==> src/sv/pdmpl_pkg.sv <==
// ---------------------------------------------------------------------------
// PD motor position loop package
// Shared types, register indexes, reset values and sizes for the PD loop.
// ---------------------------------------------------------------------------
package pdmpl_pkg;

    localparam int CFG_IDX_W  = 2;
    localparam int CFG_DATA_W = 16;

    typedef logic [CFG_IDX_W-1:0]  t_cfg_idx;
    typedef logic [CFG_DATA_W-1:0] t_cfg_data;

    localparam t_cfg_idx CFG_KP_GAIN      = 2'd0;
    localparam t_cfg_idx CFG_KD_RATE      = 2'd1;
    localparam t_cfg_idx CFG_ENCODER_SPAN = 2'd2;
    localparam t_cfg_idx CFG_SPEED_LIMIT  = 2'd3;

    localparam logic [15:0] KP_GAIN_RST      = 16'd1024;
    localparam logic [15:0] KD_RATE_RST      = 16'd3;
    localparam logic [14:0] ENCODER_SPAN_RST = 15'd8192;
    localparam logic [7:0]  SPEED_LIMIT_RST  = 8'd150;

    // Magnitude of encoder_position * 255 fits in 23 bits.
    localparam int DIV_STEPS = 23;
    localparam int DIV_CNT_W = $clog2(DIV_STEPS);

    typedef struct packed {
        logic signed [15:0] encoder_position;
        logic        [7:0]  position_reference;
    } t_in_item;

    typedef struct packed {
        logic       direction_right;
        logic [7:0] speed;
    } t_out_item;

    // Commands from the controller to the datapath.
    typedef struct packed {
        logic load;
        logic div_step;
        logic calc_err;
        logic mul_p;
        logic mul_d;
        logic out_load;
    } t_cmd;

endpackage

==> src/sv/pdmpl_ctrl.sv <==
// ---------------------------------------------------------------------------
// PD loop controller
// Sequences one request through divide, error, two multiplies and output.
// ---------------------------------------------------------------------------
module pdmpl_ctrl (
    input  logic             i_clk,
    input  logic             i_rst_n,
    input  logic             i_in_valid,
    output logic             o_in_stall,
    output logic             o_out_valid,
    input  logic             i_out_stall,
    output pdmpl_pkg::t_cmd  o_cmd
);
    import pdmpl_pkg::*;

    typedef enum logic [5:0] {
        S_IDLE = 6'b000001,
        S_DIV  = 6'b000010,
        S_ERR  = 6'b000100,
        S_MULP = 6'b001000,
        S_MULD = 6'b010000,
        S_DONE = 6'b100000
    } t_state;

    t_state               r_state, n_state;
    logic [DIV_CNT_W-1:0] r_cnt, n_cnt;
    logic                 r_out_valid, n_out_valid;
    logic                 w_out_free;

    assign w_out_free  = !r_out_valid || !i_out_stall;
    assign o_in_stall  = (r_state != S_IDLE);
    assign o_out_valid = r_out_valid;

    always_comb begin
        n_state     = r_state;
        n_cnt       = r_cnt;
        o_cmd       = '0;
        n_out_valid = r_out_valid && i_out_stall;
        unique case (r_state)
            S_IDLE: begin
                if (i_in_valid) begin
                    o_cmd.load = 1'b1;
                    n_cnt      = '0;
                    n_state    = S_DIV;
                end
            end
            S_DIV: begin
                o_cmd.div_step = 1'b1;
                n_cnt          = r_cnt + 1'b1;
                if (r_cnt == DIV_CNT_W'(DIV_STEPS - 1)) begin
                    n_state = S_ERR;
                end
            end
            S_ERR: begin
                o_cmd.calc_err = 1'b1;
                n_state        = S_MULP;
            end
            S_MULP: begin
                o_cmd.mul_p = 1'b1;
                n_state     = S_MULD;
            end
            S_MULD: begin
                o_cmd.mul_d = 1'b1;
                n_state     = S_DONE;
            end
            S_DONE: begin
                if (w_out_free) begin
                    o_cmd.out_load = 1'b1;
                    n_out_valid    = 1'b1;
                    n_state        = S_IDLE;
                end
            end
            default: n_state = S_IDLE;
        endcase
    end

    always_ff @(posedge i_clk) begin
        if (!i_rst_n) begin
            r_state     <= S_IDLE;
            r_cnt       <= '0;
            r_out_valid <= 1'b0;
        end else begin
            r_state     <= n_state;
            r_cnt       <= n_cnt;
            r_out_valid <= n_out_valid;
        end
    end

endmodule

==> src/sv/pdmpl_dp.sv <==
// ---------------------------------------------------------------------------
// PD loop datapath
// Configuration registers, serial divider, shared multiplier and output stage.
// ---------------------------------------------------------------------------
module pdmpl_dp (
    input  logic                  i_clk,
    input  logic                  i_rst_n,
    input  logic                  i_cfg_we,
    input  pdmpl_pkg::t_cfg_idx   i_cfg_index,
    input  pdmpl_pkg::t_cfg_data  i_cfg_data,
    input  pdmpl_pkg::t_in_item   i_in_data,
    input  pdmpl_pkg::t_cmd       i_cmd,
    output pdmpl_pkg::t_out_item  o_out_data
);
    import pdmpl_pkg::*;

    // Configuration registers.
    logic [15:0] r_kp_gain;
    logic [15:0] r_kd_rate;
    logic [14:0] r_span;
    logic [7:0]  r_speed_limit;

    // Work registers.
    logic [15:0]           r_rem;
    logic [DIV_STEPS-1:0]  r_quo;
    logic                  r_neg;
    logic                  r_pos_pos;
    logic                  r_pos_neg;
    logic [7:0]            r_ref;
    logic signed [16:0]    r_err;
    logic signed [17:0]    r_diff;
    logic signed [16:0]    r_last_err;
    logic                  r_right;
    logic signed [35:0]    r_acc;
    t_out_item             r_out;

    logic signed [24:0] w_prod;
    logic [24:0]        w_prod_mag;
    logic [16:0]        w_trial;
    logic [15:0]        w_shift;
    logic signed [15:0] w_scaled;
    logic signed [16:0] w_err;
    logic signed [17:0] w_diff;
    logic signed [16:0] w_mul_a;
    logic signed [17:0] w_mul_b;
    logic signed [34:0] w_mul_p;
    logic signed [35:0] w_act_adj;
    logic signed [27:0] w_act;
    logic signed [28:0] w_sel;
    logic [7:0]         w_speed;

    // encoder_position * 255 as a shift and subtract.
    assign w_prod = $signed({i_in_data.encoder_position[15], i_in_data.encoder_position, 8'h00})
                  - $signed({{9{i_in_data.encoder_position[15]}}, i_in_data.encoder_position});
    assign w_prod_mag = w_prod[24] ? (25'd0 - w_prod) : w_prod;

    // One restoring division step per cycle; the dividend shifts out of r_quo.
    assign w_shift = {r_rem[14:0], r_quo[DIV_STEPS-1]};
    assign w_trial = {1'b0, w_shift} - {2'b00, r_span};

    always_comb begin
        if (r_span == '0) begin
            // A zero span acts as an infinitely steep scale.
            if (r_pos_pos) begin
                w_scaled = 16'sh7FFF;
            end else if (r_pos_neg) begin
                w_scaled = 16'sh8000;
            end else begin
                w_scaled = '0;
            end
        end else if (r_neg) begin
            if (r_quo > DIV_STEPS'(32768)) begin
                w_scaled = 16'sh8000;
            end else begin
                w_scaled = $signed(16'd0 - r_quo[15:0]);
            end
        end else begin
            if (r_quo > DIV_STEPS'(32767)) begin
                w_scaled = 16'sh7FFF;
            end else begin
                w_scaled = $signed(r_quo[15:0]);
            end
        end
    end

    assign w_err  = $signed({9'd0, r_ref}) - $signed({w_scaled[15], w_scaled});
    assign w_diff = $signed({w_err[16], w_err}) - $signed({r_last_err[16], r_last_err});

    // Shared multiplier: kp * error, then kd_rate * error difference.
    assign w_mul_a = i_cmd.mul_p ? $signed({1'b0, r_kp_gain}) : $signed({1'b0, r_kd_rate});
    assign w_mul_b = i_cmd.mul_p ? $signed({r_err[16], r_err}) : r_diff;
    assign w_mul_p = w_mul_a * w_mul_b;

    // Divide by 256 with truncation toward zero.
    assign w_act_adj = r_acc + (r_acc[35] ? 36'sd255 : 36'sd0);
    assign w_act     = w_act_adj[35:8];
    assign w_sel     = r_right ? $signed({w_act[27], w_act}) : -$signed({w_act[27], w_act});

    always_comb begin
        if (w_sel[28]) begin
            w_speed = '0;
        end else if (w_sel[27:0] > {20'd0, r_speed_limit}) begin
            w_speed = r_speed_limit;
        end else begin
            w_speed = w_sel[7:0];
        end
    end

    always_ff @(posedge i_clk) begin
        if (!i_rst_n) begin
            r_kp_gain     <= KP_GAIN_RST;
            r_kd_rate     <= KD_RATE_RST;
            r_span        <= ENCODER_SPAN_RST;
            r_speed_limit <= SPEED_LIMIT_RST;
            r_last_err    <= '0;
        end else begin
            if (i_cfg_we) begin
                unique case (i_cfg_index)
                    CFG_KP_GAIN:      r_kp_gain     <= i_cfg_data;
                    CFG_KD_RATE:      r_kd_rate     <= i_cfg_data;
                    CFG_ENCODER_SPAN: r_span        <= i_cfg_data[14:0];
                    CFG_SPEED_LIMIT:  r_speed_limit <= i_cfg_data[7:0];
                    default: ;
                endcase
            end
            if (i_cmd.calc_err) begin
                r_last_err <= w_err;
            end
        end
    end

    always_ff @(posedge i_clk) begin
        if (i_cmd.load) begin
            r_rem     <= '0;
            r_quo     <= w_prod_mag[DIV_STEPS-1:0];
            r_neg     <= w_prod[24];
            r_pos_pos <= !i_in_data.encoder_position[15] && (i_in_data.encoder_position != '0);
            r_pos_neg <= i_in_data.encoder_position[15];
            r_ref     <= i_in_data.position_reference;
        end
        if (i_cmd.div_step) begin
            r_rem <= w_trial[16] ? w_shift : w_trial[15:0];
            r_quo <= {r_quo[DIV_STEPS-2:0], !w_trial[16]};
        end
        if (i_cmd.calc_err) begin
            r_err   <= w_err;
            r_diff  <= w_diff;
            r_right <= (w_err > 17'sd0);
        end
        if (i_cmd.mul_p) begin
            r_acc <= 36'(w_mul_p);
        end
        if (i_cmd.mul_d) begin
            r_acc <= r_acc + 36'(w_mul_p);
        end
        if (i_cmd.out_load) begin
            r_out.direction_right <= r_right;
            r_out.speed           <= w_speed;
        end
    end

    assign o_out_data = r_out;

endmodule

==> src/sv/pd_motor_position_loop_core.sv <==
// ---------------------------------------------------------------------------
// PD motor position loop core
// Scales an encoder reading by 255/span, forms the PD actuation and outputs
// a direction and a speed clamped to the configured speed limit.
//
//   channel | valid        | stall        | payload
//   --------+--------------+--------------+---------------------------
//   input   | i_in_valid   | o_in_stall   | i_in_data  (t_in_item)
//   output  | o_out_valid  | i_out_stall  | o_out_data (t_out_item)
//   config  | i_cfg_we     | none         | i_cfg_index, i_cfg_data
//
// A request is accepted in the idle state and then passes through the serial
// divider, the error step, the kp and kd multiplies on the shared multiplier
// and the output load; the next request is accepted only back in idle.
// The output register holds a result while the next request is worked on;
// the final load waits for the previous result to be taken.
// Synchronous active-low reset restores the register defaults and clears
// the stored last error.
// ---------------------------------------------------------------------------
module pd_motor_position_loop_core (
    input  logic                  i_clk,
    input  logic                  i_rst_n,
    input  logic                  i_cfg_we,
    input  pdmpl_pkg::t_cfg_idx   i_cfg_index,
    input  pdmpl_pkg::t_cfg_data  i_cfg_data,
    input  logic                  i_in_valid,
    output logic                  o_in_stall,
    input  pdmpl_pkg::t_in_item   i_in_data,
    output logic                  o_out_valid,
    input  logic                  i_out_stall,
    output pdmpl_pkg::t_out_item  o_out_data
);
    import pdmpl_pkg::*;

    t_cmd w_cmd;

    pdmpl_ctrl u_ctrl (
        .i_clk       (i_clk),
        .i_rst_n     (i_rst_n),
        .i_in_valid  (i_in_valid),
        .o_in_stall  (o_in_stall),
        .o_out_valid (o_out_valid),
        .i_out_stall (i_out_stall),
        .o_cmd       (w_cmd)
    );

    pdmpl_dp u_dp (
        .i_clk       (i_clk),
        .i_rst_n     (i_rst_n),
        .i_cfg_we    (i_cfg_we),
        .i_cfg_index (i_cfg_index),
        .i_cfg_data  (i_cfg_data),
        .i_in_data   (i_in_data),
        .i_cmd       (w_cmd),
        .o_out_data  (o_out_data)
    );

endmodule

==> config.mk <==
export PLATFORM = sky130hd
export DESIGN_NAME = pd_motor_position_loop_core
export DESIGN_NICKNAME = d
export VERILOG_FILES = /design/src/sv/pdmpl_pkg.sv /design/src/sv/pdmpl_ctrl.sv /design/src/sv/pdmpl_dp.sv /design/src/sv/pd_motor_position_loop_core.sv
export SDC_FILE = /design/constraint.sdc
export NUM_CORES = 2
export LEC_CHECK = 0
export BUFFER_PORTS_ARGS = -buffer_cell sky130_fd_sc_hd__buf_4
export CAP_MARGIN = 20
export CORE_ASPECT_RATIO = 1.1
export CORE_MARGIN = 2
export CORE_UTILIZATION = 60
export CTS_CLUSTER_DIAMETER = 150
export DETAILED_ROUTE_END_ITERATION = 12
export PLACE_DENSITY = 0.76
export SLEW_MARGIN = 20
export SYNTH_ARGS = -nofsm -noshare
export SYNTH_HDL_FRONTEND = slang
export SYNTH_SLANG_ARGS = --single-unit
==> constraint.sdc <==
create_clock -name i_clk -period 25.7 [get_ports i_clk]
set_clock_uncertainty 0.1 [all_clocks]
set_input_delay 5.14 -clock i_clk [delete_from_list [all_inputs] [get_ports i_clk]]
set_output_delay 5.14 -clock i_clk [all_outputs]
set_load 0.01 [all_outputs]
# Word level (Yosys, flattened, before mapping)
# Cells that the tools add are included.
dict set report op_classes {
  eq_ne 14
  addsub 10
  n_lt_le_gt_ge 4
  n_reduce_logical 19
  n_mux 35
  n_mul 1
}
# cell n
set ops {}
lappend ops {{$mux W16} 7}
lappend ops {{$mux W36} 2}
lappend ops {{$mux W23} 3}
lappend ops {{$mux W15} 3}
lappend ops {{$add A36 B35 Y36} 1}
lappend ops {{$add A36 B9 Y36} 1}
lappend ops {{$pmux W6 S6} 1}
lappend ops {{$mul A17 B18 Y35} 1}
lappend ops {{$mux W29} 1}
lappend ops {{$neg A28 Y29} 1}
lappend ops {{$gt A28 B8 Y1} 1}
lappend ops {{$sub A24 B16 Y25} 1}
lappend ops {{$gt A23 B15 Y1 const B} 1}
lappend ops {{$gt A23 B16 Y1 const B} 1}
lappend ops {{$sub A1 B23 Y23 const A} 1}
lappend ops {{$mux W18} 1}
lappend ops {{$mux W6} 3}
lappend ops {{$sub A17 B17 Y18} 1}
lappend ops {{$gt A17 B1 Y1 const B} 1}
lappend ops {{$sub A16 B15 Y17} 1}
lappend ops {{$sub A9 B16 Y17} 1}
lappend ops {{$mux W8} 2}
lappend ops {{$reduce_bool A16 Y1} 1}
lappend ops {{$sub A1 B16 Y16 const A} 1}
lappend ops {{24 further kinds} 45}
dict set report word_totals {
  inputBits 47
  out_inout_bits 11
  word_cells 103
  regBits 214
}

# Longest topological paths before layout
dict set report logic_depth {
  depth_word 6
  ltp_mapped 40
  ltp_nobuf 38
}

# By module
# From an unflattened synthesis, not the netlist that was laid out.
dict set report unflattened {
  hier_cells 3189
  area_unflattened_um2 27667.8
}
# mod cells_each seq_area_each_um2 area_per_inst_um2 instances
set by_module_without_submodules {}
lappend by_module_without_submodules {pdmpl_dp 3117 5345.1 27029.7 1}
lappend by_module_without_submodules {pdmpl_ctrl 72 240.2 638.1 1}

# Worst setup path after synthesis
# No wires, ideal clock.
dict set report synth_timing {
  path_type {register -> register}
  start {reg u_ctrl.r_state[0]}
  end {reg u_dp.r_acc[35] (data pin)}
  required_time_ps 25334
  synth_period_minus_slack_ps 9257
  setup_ps 266
  stages_incl_launch_ff 40
  slack_ps 16443
  n_path_buf 3
  arrival_time_ps 8892
  path_cell_list {dfxtp_1 -> nor4_1 -> nand3b_1 -> clkbuf_1 -> buf_1 -> buf_1 -> mux2i_1 -> nor2_1 -> fa_1 -> inv_1 -> fa_1 -> fa_1 -> inv_1 -> fa_1 -> fa_1 -> inv_1 -> fa_1 -> inv_1 -> [... 4 more ...] -> o21ai_0 -> a21oi_1 -> a21bo_2 -> a21o_1 -> xnor2_1 -> ha_1 -> and2_1 -> nand2_1 -> o22ai_1 -> nor2_1 -> o21ai_0 -> nand2_1 -> a31o_2 -> a21oi_1 -> and4_1 -> nor4_1 -> nand3b_1 -> xor2_1}
}
dict set report synth_via {
  elab_chain_cells 6
  elab_cells_between_ends 10
  classes_between {1 x add/sub; 1 x mul; 2 x eq/ne; 6 x mux}
}
# item line
set synth_lines {}
lappend synth_lines {{start, declared} pdmpl_ctrl.sv:25} ;# t_state r_state, n_state;
lappend synth_lines {{start signal, assigned} pdmpl_ctrl.sv:83} ;# r_state <= n_state;
lappend synth_lines {{$eq A6 B4 Y1} pdmpl_ctrl.sv:39} ;# unique case (r_state)
lappend synth_lines {{$mux W1} pdmpl_ctrl.sv:39}
lappend synth_lines {{$mux W16 / $mux W18 (equally long branches)} {pdmpl_dp.sv:90, pdmpl_dp.sv:91}}
lappend synth_lines {{$mul A17 B18 Y35} pdmpl_dp.sv:92} ;# assign w_mul_p = w_mul_a * w_mul_b;
lappend synth_lines {{$add A36 B35 Y36 / $mux W36 (equally long branches)} {pdmpl_dp.sv:154, pdmpl_dp.sv:150}}
lappend synth_lines {{$mux W36 (*)} pdmpl_dp.sv:153} ;# if (i_cmd.mul_d) begin
lappend synth_lines {{end signal, assigned} pdmpl_dp.sv:151} ;# r_acc <= 36'(w_mul_p);
lappend synth_lines {{end signal, assigned} pdmpl_dp.sv:154} ;# r_acc <= r_acc + 36'(w_mul_p);
lappend synth_lines {{end, declared} pdmpl_dp.sv:34} ;# logic signed [35:0] r_acc;
# Mark *: on every way between the ends. The rest lies on a longest branch, timed or not. The select of a mux whose other input is x is not followed.
# A chain may end at the register's enable or synchronous reset.

# Worst setup path in the final report
dict set report layout_timing {
  start {reg u_ctrl.r_state[1]}
  end {reg u_dp.r_acc[35] (data pin)}
}
# The elaborated chain is that of the path after synthesis.

==> metrics <==
hold_buf cts 0; # rows 81; CTS HTree Levels 1; Clk pin slew, worst setup/hold paths 60 ps; Mean Syn Cell Area 8.53 µm²; I/O pin count 58; grt total ovfl 0; RSZ-0062 raised after global routing no; global-route wire length before repair 118000 µm; DRT Wirelength 72800 µm; die width 206 µm; fraction of registers with async set/reset 0%; Fin Setup TNS 0 ps; final setup fails 0; Reg-to-Reg Start u_ctrl.r_state[1]; CTS root buf clkbuf_16; pre-CTS setup slack 15530 ps; reg2reg end u_dp.r_acc[35]; main flop type after synthesis edfxtp_1; initial antenna violation count 0; share of Yosys cell area claimed by the top area cell type 22.0%; FF+latch count, synth 214; Setup CP Type register to register; Buf+Inv Stages, Crit Path 5; DIE AREA 0.0468 mm²; Worst EP arrival 10500 ps; final worst setup slack 15380 ps; vias in the first global route 22883; Residual DRC 0; Wirelength per Cell 19.3 µm; VDD IR-drop max 65.8 µV; Yosys top cell by area fa_1; Die Y-Extent 227 µm; clk buf depth 3; routed via count 22561; gr usage total 31.8%; Slew Viols, Final 0; antenna cells 0; Crit path max-delay family adder cells; Post-CTS Setup Inserts 0; clock sink total 214; Critical Path Source u_ctrl.r_state[1]; I/O Buffers 57; Final #Nets 3723; detailed-placement wirelength estimate 58300 µm; clock latency at the later pin of the worst-skew pair 550 ps; combinational fraction of design power 55.5%; worst stage delay on the critical path 990 ps; cell count after synthesis 3173; worst slew pin tran 1100 ps; worst hold path class register to register; CP required 25880 ps; CTS tree done; Area Growth Syn to Fin 6.68%; Unique masters post-synth 90; Min Clock Period, post-route 10320 ps; FF-to-FF path depth 37; Mapped Nets 3723; Final Hold Viols 0; Filler cells 3619; area of the multi-input gates 0.0192 mm²; Psw 0.782 mW; flop2flop setup slack 15380 ps; Critical Path Most Common Cell fa_1; slowest CP cell mux2i_1; sw frac 42.1%; status complete, no violations; Critical Path Fanout Max 65; Initial Util 60.8%; LEAKAGE 13.2 nW; sequential power share 23.8%; Post-CTS Resized 0; FF/Latch Area 0.00559 mm²; core box area 0.0445 mm²; DRT antenna net count 0; hold endpoint u_dp.r_last_err[3]; GP Congestion 1.02; PwrDens 64.3 mW/mm²; top area cells in the synthesized netlist fa_1, edfxtp_1, ha_1; Inserted Clock Buffers 26; Post-Syn Area 0.0271 mm²; Hold Crit Start u_dp.r_last_err[3]; Seq/Total Area, Yosys 20.6%; clock share of power 20.8%; EDFF count, synth 130; worst hold path depth 2; via density per instance 5.98; total of max-cap violations 0; First-pass DRT Iterations 6; Syn. warnings 0; DRT iter0 DRCs 1822; maximum clock frequency 0.0969 GHz; period utilisation layout 40.2%; Cell Int Power 1.07 mW; largest net degree at the start of global routing 67; layout cell share with drive strength beyond 1 6.48%; Setup crit start kind register; CP endpoint kind register; Slew HR 24.3%
## logic make-up (layout without fill, tap and decap cells)
group                      Yosys count  count (layout)  synth area share (%)
and+or+nand+nor                   1019            1019                  16.9
buffers and inverters              605             625                  8.49
AOI/OAI and AO/OA                  579             579                  13.7
adders and majority gates          504             504                  31.5
DFF                                214             214                  20.6
xor gates and xnor gates           169             169                  5.50
muxes                               83              83                  3.27
## cell type report
cell class,instances,area share (%)
Tap cell,581,2.52
Clock buffer,36,2.81
Multi-Input combinational cell,2354,66.5
Inverter,499,6.49
Clock inverter,12,0.342
Timing Repair Buffer,78,2.03
Sequential cell,214,19.4
## flip-flops by register name (all words and copies together) (netlist names)
signal              count
u_dp.r_neg              1
u_dp.r_pos_pos          1
u_dp.r_rem             15
u_dp.r_last_err        17
u_dp.r_pos_neg          1
u_dp.o_out_data         9
u_ctrl.r_state          6
u_dp.r_ref              8
u_dp.r_acc             36
u_dp.r_right            1
u_dp.r_diff            18
u_dp.r_quo             23
u_dp.r_kp_gain         16
u_dp.r_kd_rate         16
u_ctrl.o_out_valid      1
u_dp.r_speed_limit      8
u_dp.r_span            15
u_ctrl.r_cnt            5
u_dp.r_err             17
## worst min-delay path: stages, from the launching register on
cell and delay [ps]:
dfxtp_1 310, nand2_1 50, a21oi_1 50
## power groups by stage
stage	clock network, mW	registers [mW]	logic, mW
2_1_floorplan	0	0.439	0.786
3_3_place_gp	0	0.447	0.970
3_5_place_dp	0	0.448	1.01
4_1_cts	0.391	0.441	1.02
5_1_grt	0.405	0.444	1.15
6_report	0.386	0.441	1.03
## cells in the final DEF (no fill, tap or decap), types with 16 or more instances in the layout
master       n
inv_1      496
nand2_1    439
fa_1       297
nor2_1     292
ha_1       206
a21oi_1    182
o21ai_0    143
edfxtp_1   130
xnor2_1    112
dfxtp_1     84
buf_4       78
xor2_1      56
a21o_1      51
nand3_1     50
mux2i_1     49
nor3_1      41
mux2_2      32
clkbuf_16   29
nor4_1      23
a211oi_1    23
nor2b_1     21
o21a_1      20
and3_1      19
a31oi_1     17
nand2b_1    17
nand4_1     16
or2_2       16
or3_1       16
## Yosys cell counts (5+ instances only)
| cell | n |
|---|---|
| o211ai_1 | 8 |
| or2_2 | 16 |
| a21boi_0 | 13 |
| a211o_1 | 7 |
| and3_1 | 19 |
| a31oi_1 | 17 |
| a31o_2 | 8 |
| nor4_1 | 23 |
| xor2_1 | 56 |
| nor3b_1 | 7 |
| buf_2 | 6 |
| nand2b_1 | 17 |
| o21a_1 | 20 |
| buf_1 | 6 |
| o41ai_1 | 5 |
| nand4_1 | 16 |
| nor3_1 | 41 |
| a221oi_1 | 5 |
| a21oi_1 | 183 |
| edfxtp_1 | 130 |
| mux2i_1 | 50 |
| nor2b_1 | 21 |
| clkbuf_1 | 91 |
| and2_1 | 12 |
| mux2_2 | 32 |
| or4_1 | 11 |
| o21ai_0 | 143 |
| xnor2_1 | 112 |
| a311oi_1 | 6 |
| inv_1 | 496 |
| a21o_1 | 51 |
| dfxtp_1 | 84 |
| o22ai_1 | 7 |
| or3_1 | 16 |
| nand3_1 | 50 |
| o31ai_1 | 11 |
| fa_1 | 297 |
| ha_1 | 206 |
| o311ai_0 | 5 |
| nand3b_1 | 11 |
| nor2_1 | 292 |
| o21bai_1 | 13 |
| a211oi_1 | 23 |
| nand2_1 | 439 |
## worst max-delay path by stage
stage                                end  slack (ps)  depth (start not counted)
after floorplan           u_dp.r_acc[35]       16440                         39
after global placement    u_dp.r_acc[34]       15790                         33
after detailed placement  u_dp.r_acc[34]       15530                         33
after CTS                 u_dp.r_acc[34]       15520                         33
after global routing      u_dp.r_acc[34]       14800                         33
final                     u_dp.r_acc[35]       15380                         37
## through the flow
stage	instance area (µm²)	hold WS (ps)	total power, mW	util [%]	cells
final	28900	353	1.86	64.9	3774
after global routing	28900	373	2.00	64.9	3774
after CTS	28900	355	1.85	64.9	3774
after detailed placement	27900	346	1.46	62.8	3726
after global placement	27900	342	1.42	62.8	3726
after floorplan	27100	336	1.23	-	3173
## routing by layer
| layer | part of all wire [%] | vias to the layer above | global-route usage (%) | wire length, µm |
|---|---|---|---|---|
| met5 | 0 | - | 0 | 0 |
| met4 | 5.3 | 0 | 15.2 | 3890 |
| met3 | 6.8 | 232 | 4.64 | 4920 |
| met2 | 48 | 823 | 54.8 | 35200 |
| met1 | 40 | 11004 | 39.0 | 28800 |
| li1 | - | 10502 | - | - |
Power figures use the tool's default switching activity.
